## src/design/rocpc_ram.sv

```systemverilog
// Generic simple dual-port RAM: one write port, one read port with registered read data.
// Stands alone; used for the threshold table and the counter store.
`timescale 1ns / 1ps
`default_nettype none

module rocpc_ram #(
   parameter int WIDTH = 32,
   parameter int DEPTH = 64,
   localparam int ADDR_BITS = (DEPTH > 1) ? $clog2(DEPTH) : 1
) (
   input  wire logic                   clock,
   input  wire logic                   we,
   input  wire logic [ADDR_BITS-1:0]   waddr,
   input  wire logic [WIDTH-1:0]       wdata,
   input  wire logic [ADDR_BITS-1:0]   raddr,
   output logic      [WIDTH-1:0]       rdata
);

   logic [WIDTH-1:0] mem_ff [DEPTH];
   logic [WIDTH-1:0] rdata_ff;

   always_ff @(posedge clock) begin
      if (we) begin
         mem_ff[waddr] <= wdata;
      end
      rdata_ff <= mem_ff[raddr];
   end

   assign rdata = rdata_ff;

endmodule

`default_nettype wire

```

## config.mk

```make
export PLATFORM = sky130hd
export DESIGN_NAME = rocpc_ram
export DESIGN_NICKNAME = d
export VERILOG_FILES = /design/src/design/rocpc_ram.sv
export SDC_FILE = /design/constraint.sdc
export NUM_CORES = 2
export LEC_CHECK = 0
export BUFFER_PORTS_ARGS = -buffer_cell sky130_fd_sc_hd__buf_2
export CAP_MARGIN = 20
export CORE_ASPECT_RATIO = 0.7
export CORE_MARGIN = 2
export CORE_UTILIZATION = 65
export DETAILED_ROUTE_END_ITERATION = 8
export PLACE_DENSITY_LB_ADDON = 0.15
export SYNTH_ARGS = -nofsm -noshare
export SYNTH_HDL_FRONTEND = slang
export SYNTH_SLANG_ARGS = --single-unit
```

## constraint.sdc

```tcl
create_clock -name clock -period 6 [get_ports clock]
set_clock_uncertainty 0.1 [all_clocks]
set_input_delay 1.2 -clock clock [delete_from_list [all_inputs] [get_ports clock]]
set_output_delay 1.2 -clock clock [all_outputs]
set_load 0.01 [all_outputs]
```

==> flow_summary.json <==
{
  "status": "complete, no violations",
  "ys_types": 34,
  "switching_share": 0.208,
  "port_buffers": 77,
  "worstPathRequired_ns": 6.55,
  "timing.max_cap.violations": 0,
  "syn_area_per_cell_um2": 23.6,
  "synth_area_leaders": "edfxtp_1 78%, mux4_2 16%, mux2i_1 1.2%",
  "clk_latency_ns": 0.80,
  "clock_sinks": 2080,
  "clk_path_buf_depth": 3,
  "cp_slowest_cell": "o22ai_1",
  "critPathTopFamily": "buffers and inverters",
  "initial_utilization": 0.656,
  "slew_headroom": 0.234,
  "seqPwrFrac": 0.556,
  "synth_common_cells": "2048 x edfxtp_1, 544 x mux4_2, 137 x nor2_1, 93 x mux2i_1, 84 x o22ai_1",
  "yosys.area.top_type": "edfxtp_1",
  "ys.flop_type": "edfxtp_1",
  "ir_drop_v": 0.000326,
  "yosysTopAreaCellShare": 0.783,
  "antenna_left": 0,
  "grtUsageTotal": 0.331,
  "worstPathArrival_ns": 4.61,
  "endpoint_kind": "register",
  "grt_setup_unrepaired": "false",
  "cp.buffers_inverters": 3,
  "start_kind": "primary input",
  "regToRegStartpoint": "mem_ff[39][3]$_DFFE_PP_",
  "area_growth_pct": 12.1,
  "die_area_um2": 124000,
  "p_int_mw": 23.0,
  "synthCells": 3324,
  "place_congestion": 0.798,
  "wl_per_cell_um": 37.3,
  "ys_ff_latch": 2080,
  "setup_tns_ns": 0,
  "ys_seq_area_frac": 0.791,
  "core_area_um2": 120000,
  "min_from": "mem_ff[12][8]$_DFFE_PP_",
  "antenna_found_initial": 18,
  "grt_pass1_vias": 38075,
  "ys_async_sr_fraction": 0,
  "routed-via-count": 37961,
  "first_pass_iters": 6,
  "grt_max_degree": 83,
  "cts_resized": 0,
  "drtIter0Drc": 6541,
  "pwr-share-clk": 0.393,
  "leakage_nw": 27.5,
  "synth_warnings": 0,
  "switching_power_mw": 6.05,
  "wl_mm": 199,
  "cts_buffers": 182,
  "synth-edff-count": 2048,
  "hold_buffers": 0,
  "nets": 3597,
  "min_path_type": "reg -> reg",
  "setup_viol": 0,
  "fin_util": 0.736,
  "period_minus_slack_ns": 4.06,
  "layout_worst_path_cycle_share": 0.676,
  "root_buffer": "clkbuf_16",
  "dp_hpwl_mm": 109,
  "cts_tree": "built",
  "criticalPathCategory": "in -> reg",
  "syn_area_um2": 78500,
  "pwr-share-comb": 0.051,
  "clk_pin_slew_ns": 0.06,
  "die_y_um": 295,
  "rows": 106,
  "pin_count": 78,
  "worst-path-max-fanout": 78,
  "max_stage_delay_ns": 0.79,
  "synth.most_common_cell": "edfxtp_1",
  "max_freq_mhz": 247,
  "drive_gt1_frac": 0.295,
  "num-fill-cells": 6458,
  "grt_pass1_wl_mm": 281,
  "power_density_nw_per_um2": 330,
  "critical_path.startpoint": "raddr[1]",
  "drc": 0,
  "hold_viol_final": 0,
  "syn_nets": 3370,
  "slew_violations": 0,
  "die-width_um": 419,
  "vias_per_cell": 7.13,
  "cpMostUsedCell": "mux4_2",
  "htreeDepth": 4,
  "grt-ovfl-total": 0,
  "power.total_mw": 29.1,
  "worstPathCellList": "buf_8 > buf_12 > buf_4 > mux4_2 > mux4_2 > o22ai_1 > nor2_1",
  "tightest_slew_ns": 1.15,
  "post-cts-setup-buffer-count": 0
}
[cells by family (layout without fill, tap and decap cells)]
kind of cell           count (synthesis)  after routing  synth area share
buffers and inverters                182            557            0.0113
AOI/OAI and AO/OA                    202            202            0.0167
other                                  0              4                 0
and+or+nand+nor                      223            223            0.0127
muxes                                637            637             0.168
DFF                                 2080           2080             0.791
[power by group through the flow]
stage / combinational [mW] / clock [mW] / sequential [mW]
after global placement: 1.38 / 0 / 16.5
after global routing: 1.57 / 12.0 / 16.1
after detailed placement: 1.42 / 0 / 16.5
after floorplan: 0.782 / 0 / 16.4
after CTS: 1.43 / 11.5 / 16.2
final: 1.49 / 11.4 / 16.1
[metrics by stage]
stage / cells / hold slack [ns] / setup WS, ns / area [µm²]
5_1_grt: 5320 / 0.632 / 1.68 / 88000
6_report: 5323 / 0.610 / 1.94 / 88000
3_3_place_gp: 4951 / 0.600 / 0.975 / 81500
4_1_cts: 5287 / 0.615 / 1.83 / 87300
2_1_floorplan: 3324 / 0.563 / 1.54 / 78500
3_5_place_dp: 4955 / 0.605 / 0.991 / 81600
[cells in the final DEF, fill, tap and decap left out, drive strengths merged, types with 32 or more instances in the layout]
master / instances
buf: 225
dfxtp: 32
mux2i: 93
o22ai: 84
nor2: 137
clkbuf: 252
a21oi: 62
clkinv: 63
edfxtp: 2048
mux4: 544
[layout make-up]
class / instances / area (µm²) / share of cell area
clock buffer: 252 / 5020 / 0.0571
multi-input combinational: 1062 / 16000 / 0.181
timing repair buffer: 225 / 2140 / 0.0244
clock inverter: 80 / 693 / 0.00788
sequential: 2080 / 62100 / 0.706
antenna: 4 / 10.0 / 0.000114
tap: 1620 / 2030 / 0.0230
[worst paths after layout]
path / endpoint / slack [ns] / cells after the start
hold / removal: rdata[8]$_DFF_P_ / 0.61 / 4
setup / recovery: rdata[27]$_DFF_P_ / 1.94 / 7
hold reg to reg: rdata[8]$_DFF_P_ / 0.61 / 4
setup reg to reg: rdata[3]$_DFF_P_ / 3.49 / 4
[tightest hold or removal path, stage by stage, from the launching register on]
cell,delay [ns]
edfxtp_1,0.32
mux2i_1,0.06
nand2_1,0.06
a311oi_1,0.09
nor3_1,0.15
[metal layers]
metal | GRT usage | vias to the layer above | wire (µm)
li1 | - | 14720 | -
met1 | 0.497 | 20142 | 73000
met3 | 0.0799 | 343 | 26900
met4 | 0.0987 | 10 | 5490
met2 | 0.497 | 2746 | 93200
met5 | 0 | - | 56
[state kept, by name, indices dropped and copies added (netlist names)]
| name | count |
|---|---|
| mem_ff | 2048 |
| rdata | 32 |
Power figures use the tool's default switching activity.
