File: src/design/rocpc_pkg.sv
// Shared constants, field positions, types and a helper function for the ROC point counter.
// Depends on nothing; the divider, the top level and the checker refer to it by scoped names.
`timescale 1ns / 1ps
`default_nettype none

package rocpc_pkg;

   localparam int MAX_THRESHOLDS = 64;
   localparam int COUNT_WIDTH    = 32;
   localparam int FRACTION_BITS  = 16;

   localparam int FRAC_W  = FRACTION_BITS + 1;
   localparam int ADDR_W  = (MAX_THRESHOLDS > 1) ? $clog2(MAX_THRESHOLDS) : 1;
   localparam int CMD_W   = 2;
   localparam int ENTRY_W = 6;
   localparam int LABEL_W = 8;
   localparam int USE_W   = 7;
   // Wide enough for an entry index, the use count and the table depth itself.
   localparam int IDX_W   = ($clog2(MAX_THRESHOLDS + 1) > USE_W) ?
                            $clog2(MAX_THRESHOLDS + 1) : USE_W;
   localparam int STEP_W  = $clog2(FRACTION_BITS + 1);

   localparam int CSR_INDEX_W = 8;
   localparam int CSR_DATA_W  = 8;

   typedef enum logic [CMD_W-1:0] {
      CMD_CLEAR  = 2'd0,
      CMD_LOAD   = 2'd1,
      CMD_SAMPLE = 2'd2,
      CMD_READ   = 2'd3
   } cmd_type;

   localparam logic [CSR_INDEX_W-1:0] CSR_NEGATIVE_LABEL    = 8'd0;
   localparam logic [CSR_INDEX_W-1:0] CSR_THRESHOLDS_IN_USE = 8'd1;
   localparam logic [USE_W-1:0]       THRESHOLDS_RESET      = 7'd64;

   // Request tdata layout, lowest bit first.
   localparam int REQ_ENTRY_LSB  = 0;
   localparam int REQ_FRAC_LSB   = REQ_ENTRY_LSB + ENTRY_W;
   localparam int REQ_LABEL_LSB  = REQ_FRAC_LSB + FRAC_W;
   localparam int REQ_FIELD_BITS = REQ_LABEL_LSB + LABEL_W;
   localparam int REQ_DATA_W     = ((REQ_FIELD_BITS + 7) / 8) * 8;

   // Response tdata layout, lowest bit first.
   localparam int RSP_INDEX_LSB  = 0;
   localparam int RSP_TPC_LSB    = RSP_INDEX_LSB + ENTRY_W;
   localparam int RSP_FPC_LSB    = RSP_TPC_LSB + COUNT_WIDTH;
   localparam int RSP_POS_LSB    = RSP_FPC_LSB + COUNT_WIDTH;
   localparam int RSP_NEG_LSB    = RSP_POS_LSB + COUNT_WIDTH;
   localparam int RSP_TPR_LSB    = RSP_NEG_LSB + COUNT_WIDTH;
   localparam int RSP_FPR_LSB    = RSP_TPR_LSB + FRAC_W;
   localparam int RSP_TPU_BIT    = RSP_FPR_LSB + FRAC_W;
   localparam int RSP_FPU_BIT    = RSP_TPU_BIT + 1;
   localparam int RSP_FIELD_BITS = RSP_FPU_BIT + 1;
   localparam int RSP_DATA_W     = ((RSP_FIELD_BITS + 7) / 8) * 8;

   localparam logic [COUNT_WIDTH-1:0] COUNT_MAX = {COUNT_WIDTH{1'b1}};
   localparam logic [FRAC_W-1:0]      FRAC_ONE  = {1'b1, {FRACTION_BITS{1'b0}}};

   typedef struct packed {
      logic done;
      logic undefined;
   } div_status_type;

   function automatic logic [COUNT_WIDTH-1:0] sat_inc(input logic [COUNT_WIDTH-1:0] v);
      return (v == COUNT_MAX) ? COUNT_MAX : v + 1'b1;
   endfunction

endpackage

`default_nettype wire

File: src/design/rocpc_rate_div.sv
// Restoring divider that forms count / total in fixed point, one quotient bit per cycle.
// Depends on rocpc_pkg for widths, the value one and the status struct.
`timescale 1ns / 1ps
`default_nettype none

module rocpc_rate_div (
   input  wire logic                                clock,
   input  wire logic                                reset,
   input  wire logic                                start,
   input  wire logic [rocpc_pkg::COUNT_WIDTH-1:0]   numerator,
   input  wire logic [rocpc_pkg::COUNT_WIDTH-1:0]   denominator,
   output logic      [rocpc_pkg::FRAC_W-1:0]        quotient,
   output rocpc_pkg::div_status_type                status
);

   localparam int W = rocpc_pkg::COUNT_WIDTH;
   localparam int F = rocpc_pkg::FRACTION_BITS;

   logic [W-1:0]                   rem_ff, rem_in;
   logic [W-1:0]                   den_ff, den_in;
   logic [F-1:0]                   q_ff, q_in;
   logic [rocpc_pkg::STEP_W-1:0]   step_ff, step_in;
   logic                           over_ff, over_in;
   logic                           zero_ff, zero_in;
   logic                           done_ff, done_in;
   logic [W:0]                     shifted;
   logic [W:0]                     diff;
   logic                           fits;

   always_comb begin
      shifted = {rem_ff, 1'b0};
      diff    = shifted - {1'b0, den_ff};
      fits    = (shifted >= {1'b0, den_ff});
      rem_in  = rem_ff;
      den_in  = den_ff;
      q_in    = q_ff;
      step_in = step_ff;
      over_in = over_ff;
      zero_in = zero_ff;
      done_in = done_ff;
      if (start) begin
         rem_in  = numerator;
         den_in  = denominator;
         q_in    = '0;
         step_in = rocpc_pkg::STEP_W'(F);
         over_in = (numerator >= denominator);
         zero_in = (denominator == '0);
         done_in = 1'b0;
      end else if (step_ff != '0) begin
         rem_in  = fits ? diff[W-1:0] : shifted[W-1:0];
         q_in    = {q_ff[F-2:0], fits};
         step_in = step_ff - 1'b1;
         done_in = (step_ff == rocpc_pkg::STEP_W'(1));
      end
   end

   always_ff @(posedge clock) begin
      if (reset) begin
         step_ff <= '0;
         done_ff <= 1'b0;
      end else begin
         step_ff <= step_in;
         done_ff <= done_in;
      end
      rem_ff  <= rem_in;
      den_ff  <= den_in;
      q_ff    <= q_in;
      over_ff <= over_in;
      zero_ff <= zero_in;
   end

   // A zero total gives a rate of zero; a count at or above the total gives one.
   assign quotient = zero_ff ? '0 : (over_ff ? rocpc_pkg::FRAC_ONE : {1'b0, q_ff});
   assign status.done      = done_ff;
   assign status.undefined = zero_ff;

endmodule

`default_nettype wire

File: config.mk
export PLATFORM = sky130hd
export DESIGN_NAME = rocpc_rate_div
export DESIGN_NICKNAME = d
export VERILOG_FILES = /design/src/design/rocpc_pkg.sv /design/src/design/rocpc_rate_div.sv
export SDC_FILE = /design/constraint.sdc
export NUM_CORES = 1
export LEC_CHECK = 0
export CAP_MARGIN = 25
export CORE_MARGIN = 1
export CORE_UTILIZATION = 70
export CTS_CLUSTER_SIZE = 14
export DETAILED_ROUTE_END_ITERATION = 10
export DONT_BUFFER_PORTS = 1
export GPL_ROUTABILITY_DRIVEN = 0
export PLACE_DENSITY = 0.86
export SLEW_MARGIN = 10
export SYNTH_ARGS = -nofsm -noshare
export SYNTH_HDL_FRONTEND = slang
export SYNTH_SLANG_ARGS = --single-unit
File: constraint.sdc
create_clock -name clock -period 3.76 [get_ports clock]
set_input_delay 0.376 -clock clock [delete_from_list [all_inputs] [get_ports clock]]
set_output_delay 0.376 -clock clock [all_outputs]
set_load 0.05 [all_outputs]
==> metrics <==
status finished, violations left; violated checks DRC; EDFF count, synth 66; Total Power 5.24 mW; final setup fails 0; CTS root buf clkbuf_8; HP Class in -> reg; CP Max Fanout 2; CTS tree done; Critical R2R Launch rem_ff[22]; Routed Antenna Nets 0; combinational share of power 57.9%; fin area 6650 µm²; Clock transition at path regs 100 ps; DP Wirelength 10900 µm; gr usage total 31.7%; synth unique cells 59; synthesized area 6420 µm²; PwrDens 788 nW/µm²; Max-slew headroom 28.9%; syn_area_per_cell 8.94 µm²; Port Buffers 0; # diodes 0; power share of the clock group 13.3%; Avg WL per Cell 17.8 µm; clock skew 15.6 ps; fill count 625; Max Transition Viols Final 0; Die Ht 97.7 µm; Worst EP arrival 3240 ps; area grow syn2layout 3.65%; CTS sink cnt 88; vias per inst 6.44; Psw 2.34 mW; final setup TNS 0 ps; final wirelength 14600 µm; Critical Path RT 3850 ps; TritonCTS Buffers 9; slowest stage delay, CP 920 ps; pin count of the biggest net entering global routing 77; Tmin final 3150 ps; RSZ-0062 raised after global routing no; # nets final 840; Max VDD drop 0.406 mV; I/O pins 86; Critical Path Most Common Cell a21o_1; Core Box Area 8810 µm²; multi-input logic area 3550 µm²; grt total ovfl 0; row count 34; CP Cell Sequence inv_1, ha_1, nand2b_1, a21o_1, a21o_1, a21o_1, a21o_1, a2111oi_0, o21bai_1, a2111oi_0, o31ai_1; worst setup path end over_ff; Post-synth ARST share 0%; Clock Path Buffers 2; CP endpoint kind register; Starting Density 72.9%; syn_nets 853; Final period util 83.8%; vias in the first global route 5164; Skew-Pair Late Insertion Delay 380 ps; Max Cap Viol 0; synth warn 0; Reg area 2420 µm²; H-Tree Depth 3; DP Area 6440 µm²; ratio of cells with drive above 1 in the final layout 4.37%; cell count after synthesis 718; total number of vias 5266; post-CTS sizing 0; Critical Path Slowest Stage Cell a2111oi_0; First-pass DRT Iterations 8; final count of hold timing violations 0; Worst-Margin Slew 1040 ps; Top FF cell, synth edfxtp_1; first-pass GRT wire length 24200 µm; initial antenna violation count 0; hold_buf cts 0; Die X-Extent 97.7 µm; switching share of power 44.6%; Setup crit start kind primary input; R2R Path End rem_ff[12]; drt drc 10; DR iter-0 viols 424; Leakage 2.89 nW; Fmax 0.317 GHz; Die ar. 9550 µm²; depth of the most critical reg-to-reg path 10; Setup CP Type in -> reg; FF-to-FF setup slack 740 ps; Worst Setup SP numerator[0]; Reg power frac 28.7%; Int Pwr 2.90 mW; Post-CTS Repair Setup Buffers 0; sequential share of the synthesized area 37.8%; post-synthesis register bit count 88
[logic make-up after synthesis]
| kind of cell | share of synthesized area [%] |
|---|---|
| adder cells (fa/ha/maj) | 13.4 |
| multiplexers | 3.59 |
| flip-flops | 37.8 |
| XOR/XNOR | 4.23 |
| AO/OA/AOI/OAI | 17.8 |
| AND/OR/NAND/NOR | 16.3 |
| buffers and inverters | 6.98 |
[metal layers]
layer | part of all wire, % | vias up | wire (µm) | track usage, %
met5 | 0 | - | 0 | 0
met4 | 2.8 | 0 | 409 | 13.2
met3 | 8.0 | 39 | 1170 | 6.16
met2 | 48 | 252 | 7000 | 54.0
met1 | 41 | 2452 | 5980 | 39.7
li1 | - | 2523 | - | -
[cells in the final DEF (no fill, tap or decap), types with 3 or more instances in the layout]
cell / synthesis / final
inv_1: 81 / 81
a21oi_1: 80 / 80
nand2_1: 70 / 70
ha_1: 67 / 67
edfxtp_1: 66 / 66
nor2_1: 49 / 49
o21ai_0: 28 / 28
mux2i_1: 23 / 23
dfxtp_1: 22 / 22
xnor2_1: 20 / 20
and2_1: 19 / 19
a21o_1: 17 / 17
nand4_1: 16 / 16
nor4_1: 14 / 14
nor3_1: 11 / 11
xor2_1: 11 / 11
nand3_1: 10 / 10
o21bai_1: 9 / 9
clkbuf_8: 0 / 9
nor2b_1: 7 / 7
a31oi_1: 7 / 7
nand2b_1: 6 / 6
o311ai_1: 5 / 5
o21ai_1: 5 / 5
o21a_1: 3 / 3
and3_1: 3 / 3
a211oi_1: 3 / 3
or3_1: 3 / 3
a2111oi_0: 3 / 3
inv_8: 0 / 3
[power by group through the flow]
stage	clock, mW	combinational [mW]	sequential (mW)
floorplan	0	2.47	1.47
global route	0.729	3.34	1.53
detailed placement	0	2.96	1.52
CTS	0.700	2.99	1.50
finish	0.698	3.04	1.51
global placement	0	2.86	1.51
[how the worst min path moves through the flow]
stage,start,endpoint,slack (ps),depth (start not counted)
6_report,reset,step_ff[4],60,1
3_5_place_dp,q_ff[15],q_ff[15],440,2
3_3_place_gp,q_ff[15],q_ff[15],430,2
4_1_cts,reset,step_ff[4],60,1
2_1_floorplan,q_ff[15],q_ff[15],430,2
5_1_grt,reset,step_ff[4],50,1
[through the flow]
step	setup WS [ps]	instances	hold WS, ps	util [%]
final	610	818	63.8	75.5
after global routing	495	818	48.1	75.5
after floorplan	1150	718	427	-
after CTS	740	818	56.2	75.5
after global placement	467	802	427	73.2
after detailed placement	383	802	440	73.2
[critical path, delay by kind of cell]
family | cells | cell delay, ps
AOI/OAI and AO/OA | 8 | 2400
adders and majority gates | 1 | 280
and+or+nand+nor | 1 | 160
buffers and inverters | 1 | 20
[registers in the layout (all words and copies together) (netlist names)]
name,flops
den_ff,32
q_ff,16
done_ff,1
rem_ff,32
step_ff,5
zero_ff,1
over_ff,1
[Yosys cell counts, drive strengths merged, types with 5 or more instances]
cell / n / area share, %
buf: 11 / 1.2
nor3: 11 / 0.86
dfxtp: 22 / 6.9
o21ai: 33 / 2.6
nand2: 70 / 4.1
xnor2: 20 / 2.7
nand4: 16 / 1.6
inv: 83 / 4.9
edfxtp: 66 / 31
a21o: 17 / 2.0
ha: 67 / 13
and2: 19 / 1.9
o21bai: 9 / 1.1
a31oi: 7 / 0.68
a21oi: 82 / 6.6
o311ai: 5 / 0.68
xor2: 11 / 1.5
nor2: 49 / 2.9
nand2b: 6 / 0.59
clkbuf: 15 / 0.88
nand3: 10 / 0.78
nor2b: 7 / 0.68
nor4: 14 / 1.4
mux2i: 23 / 3.6
[layout make-up]
type,instances,share of cell area [%]
Multi-Input combinational cell,521,53.3
Timing Repair Buffer,2,0.414
Tap cell,108,2.03
Clock inverter,7,1.26
Sequential cell,88,36.4
Inverter,83,4.68
Clock buffer,9,1.86
Note: power is estimated with default switching activity, not from simulation.
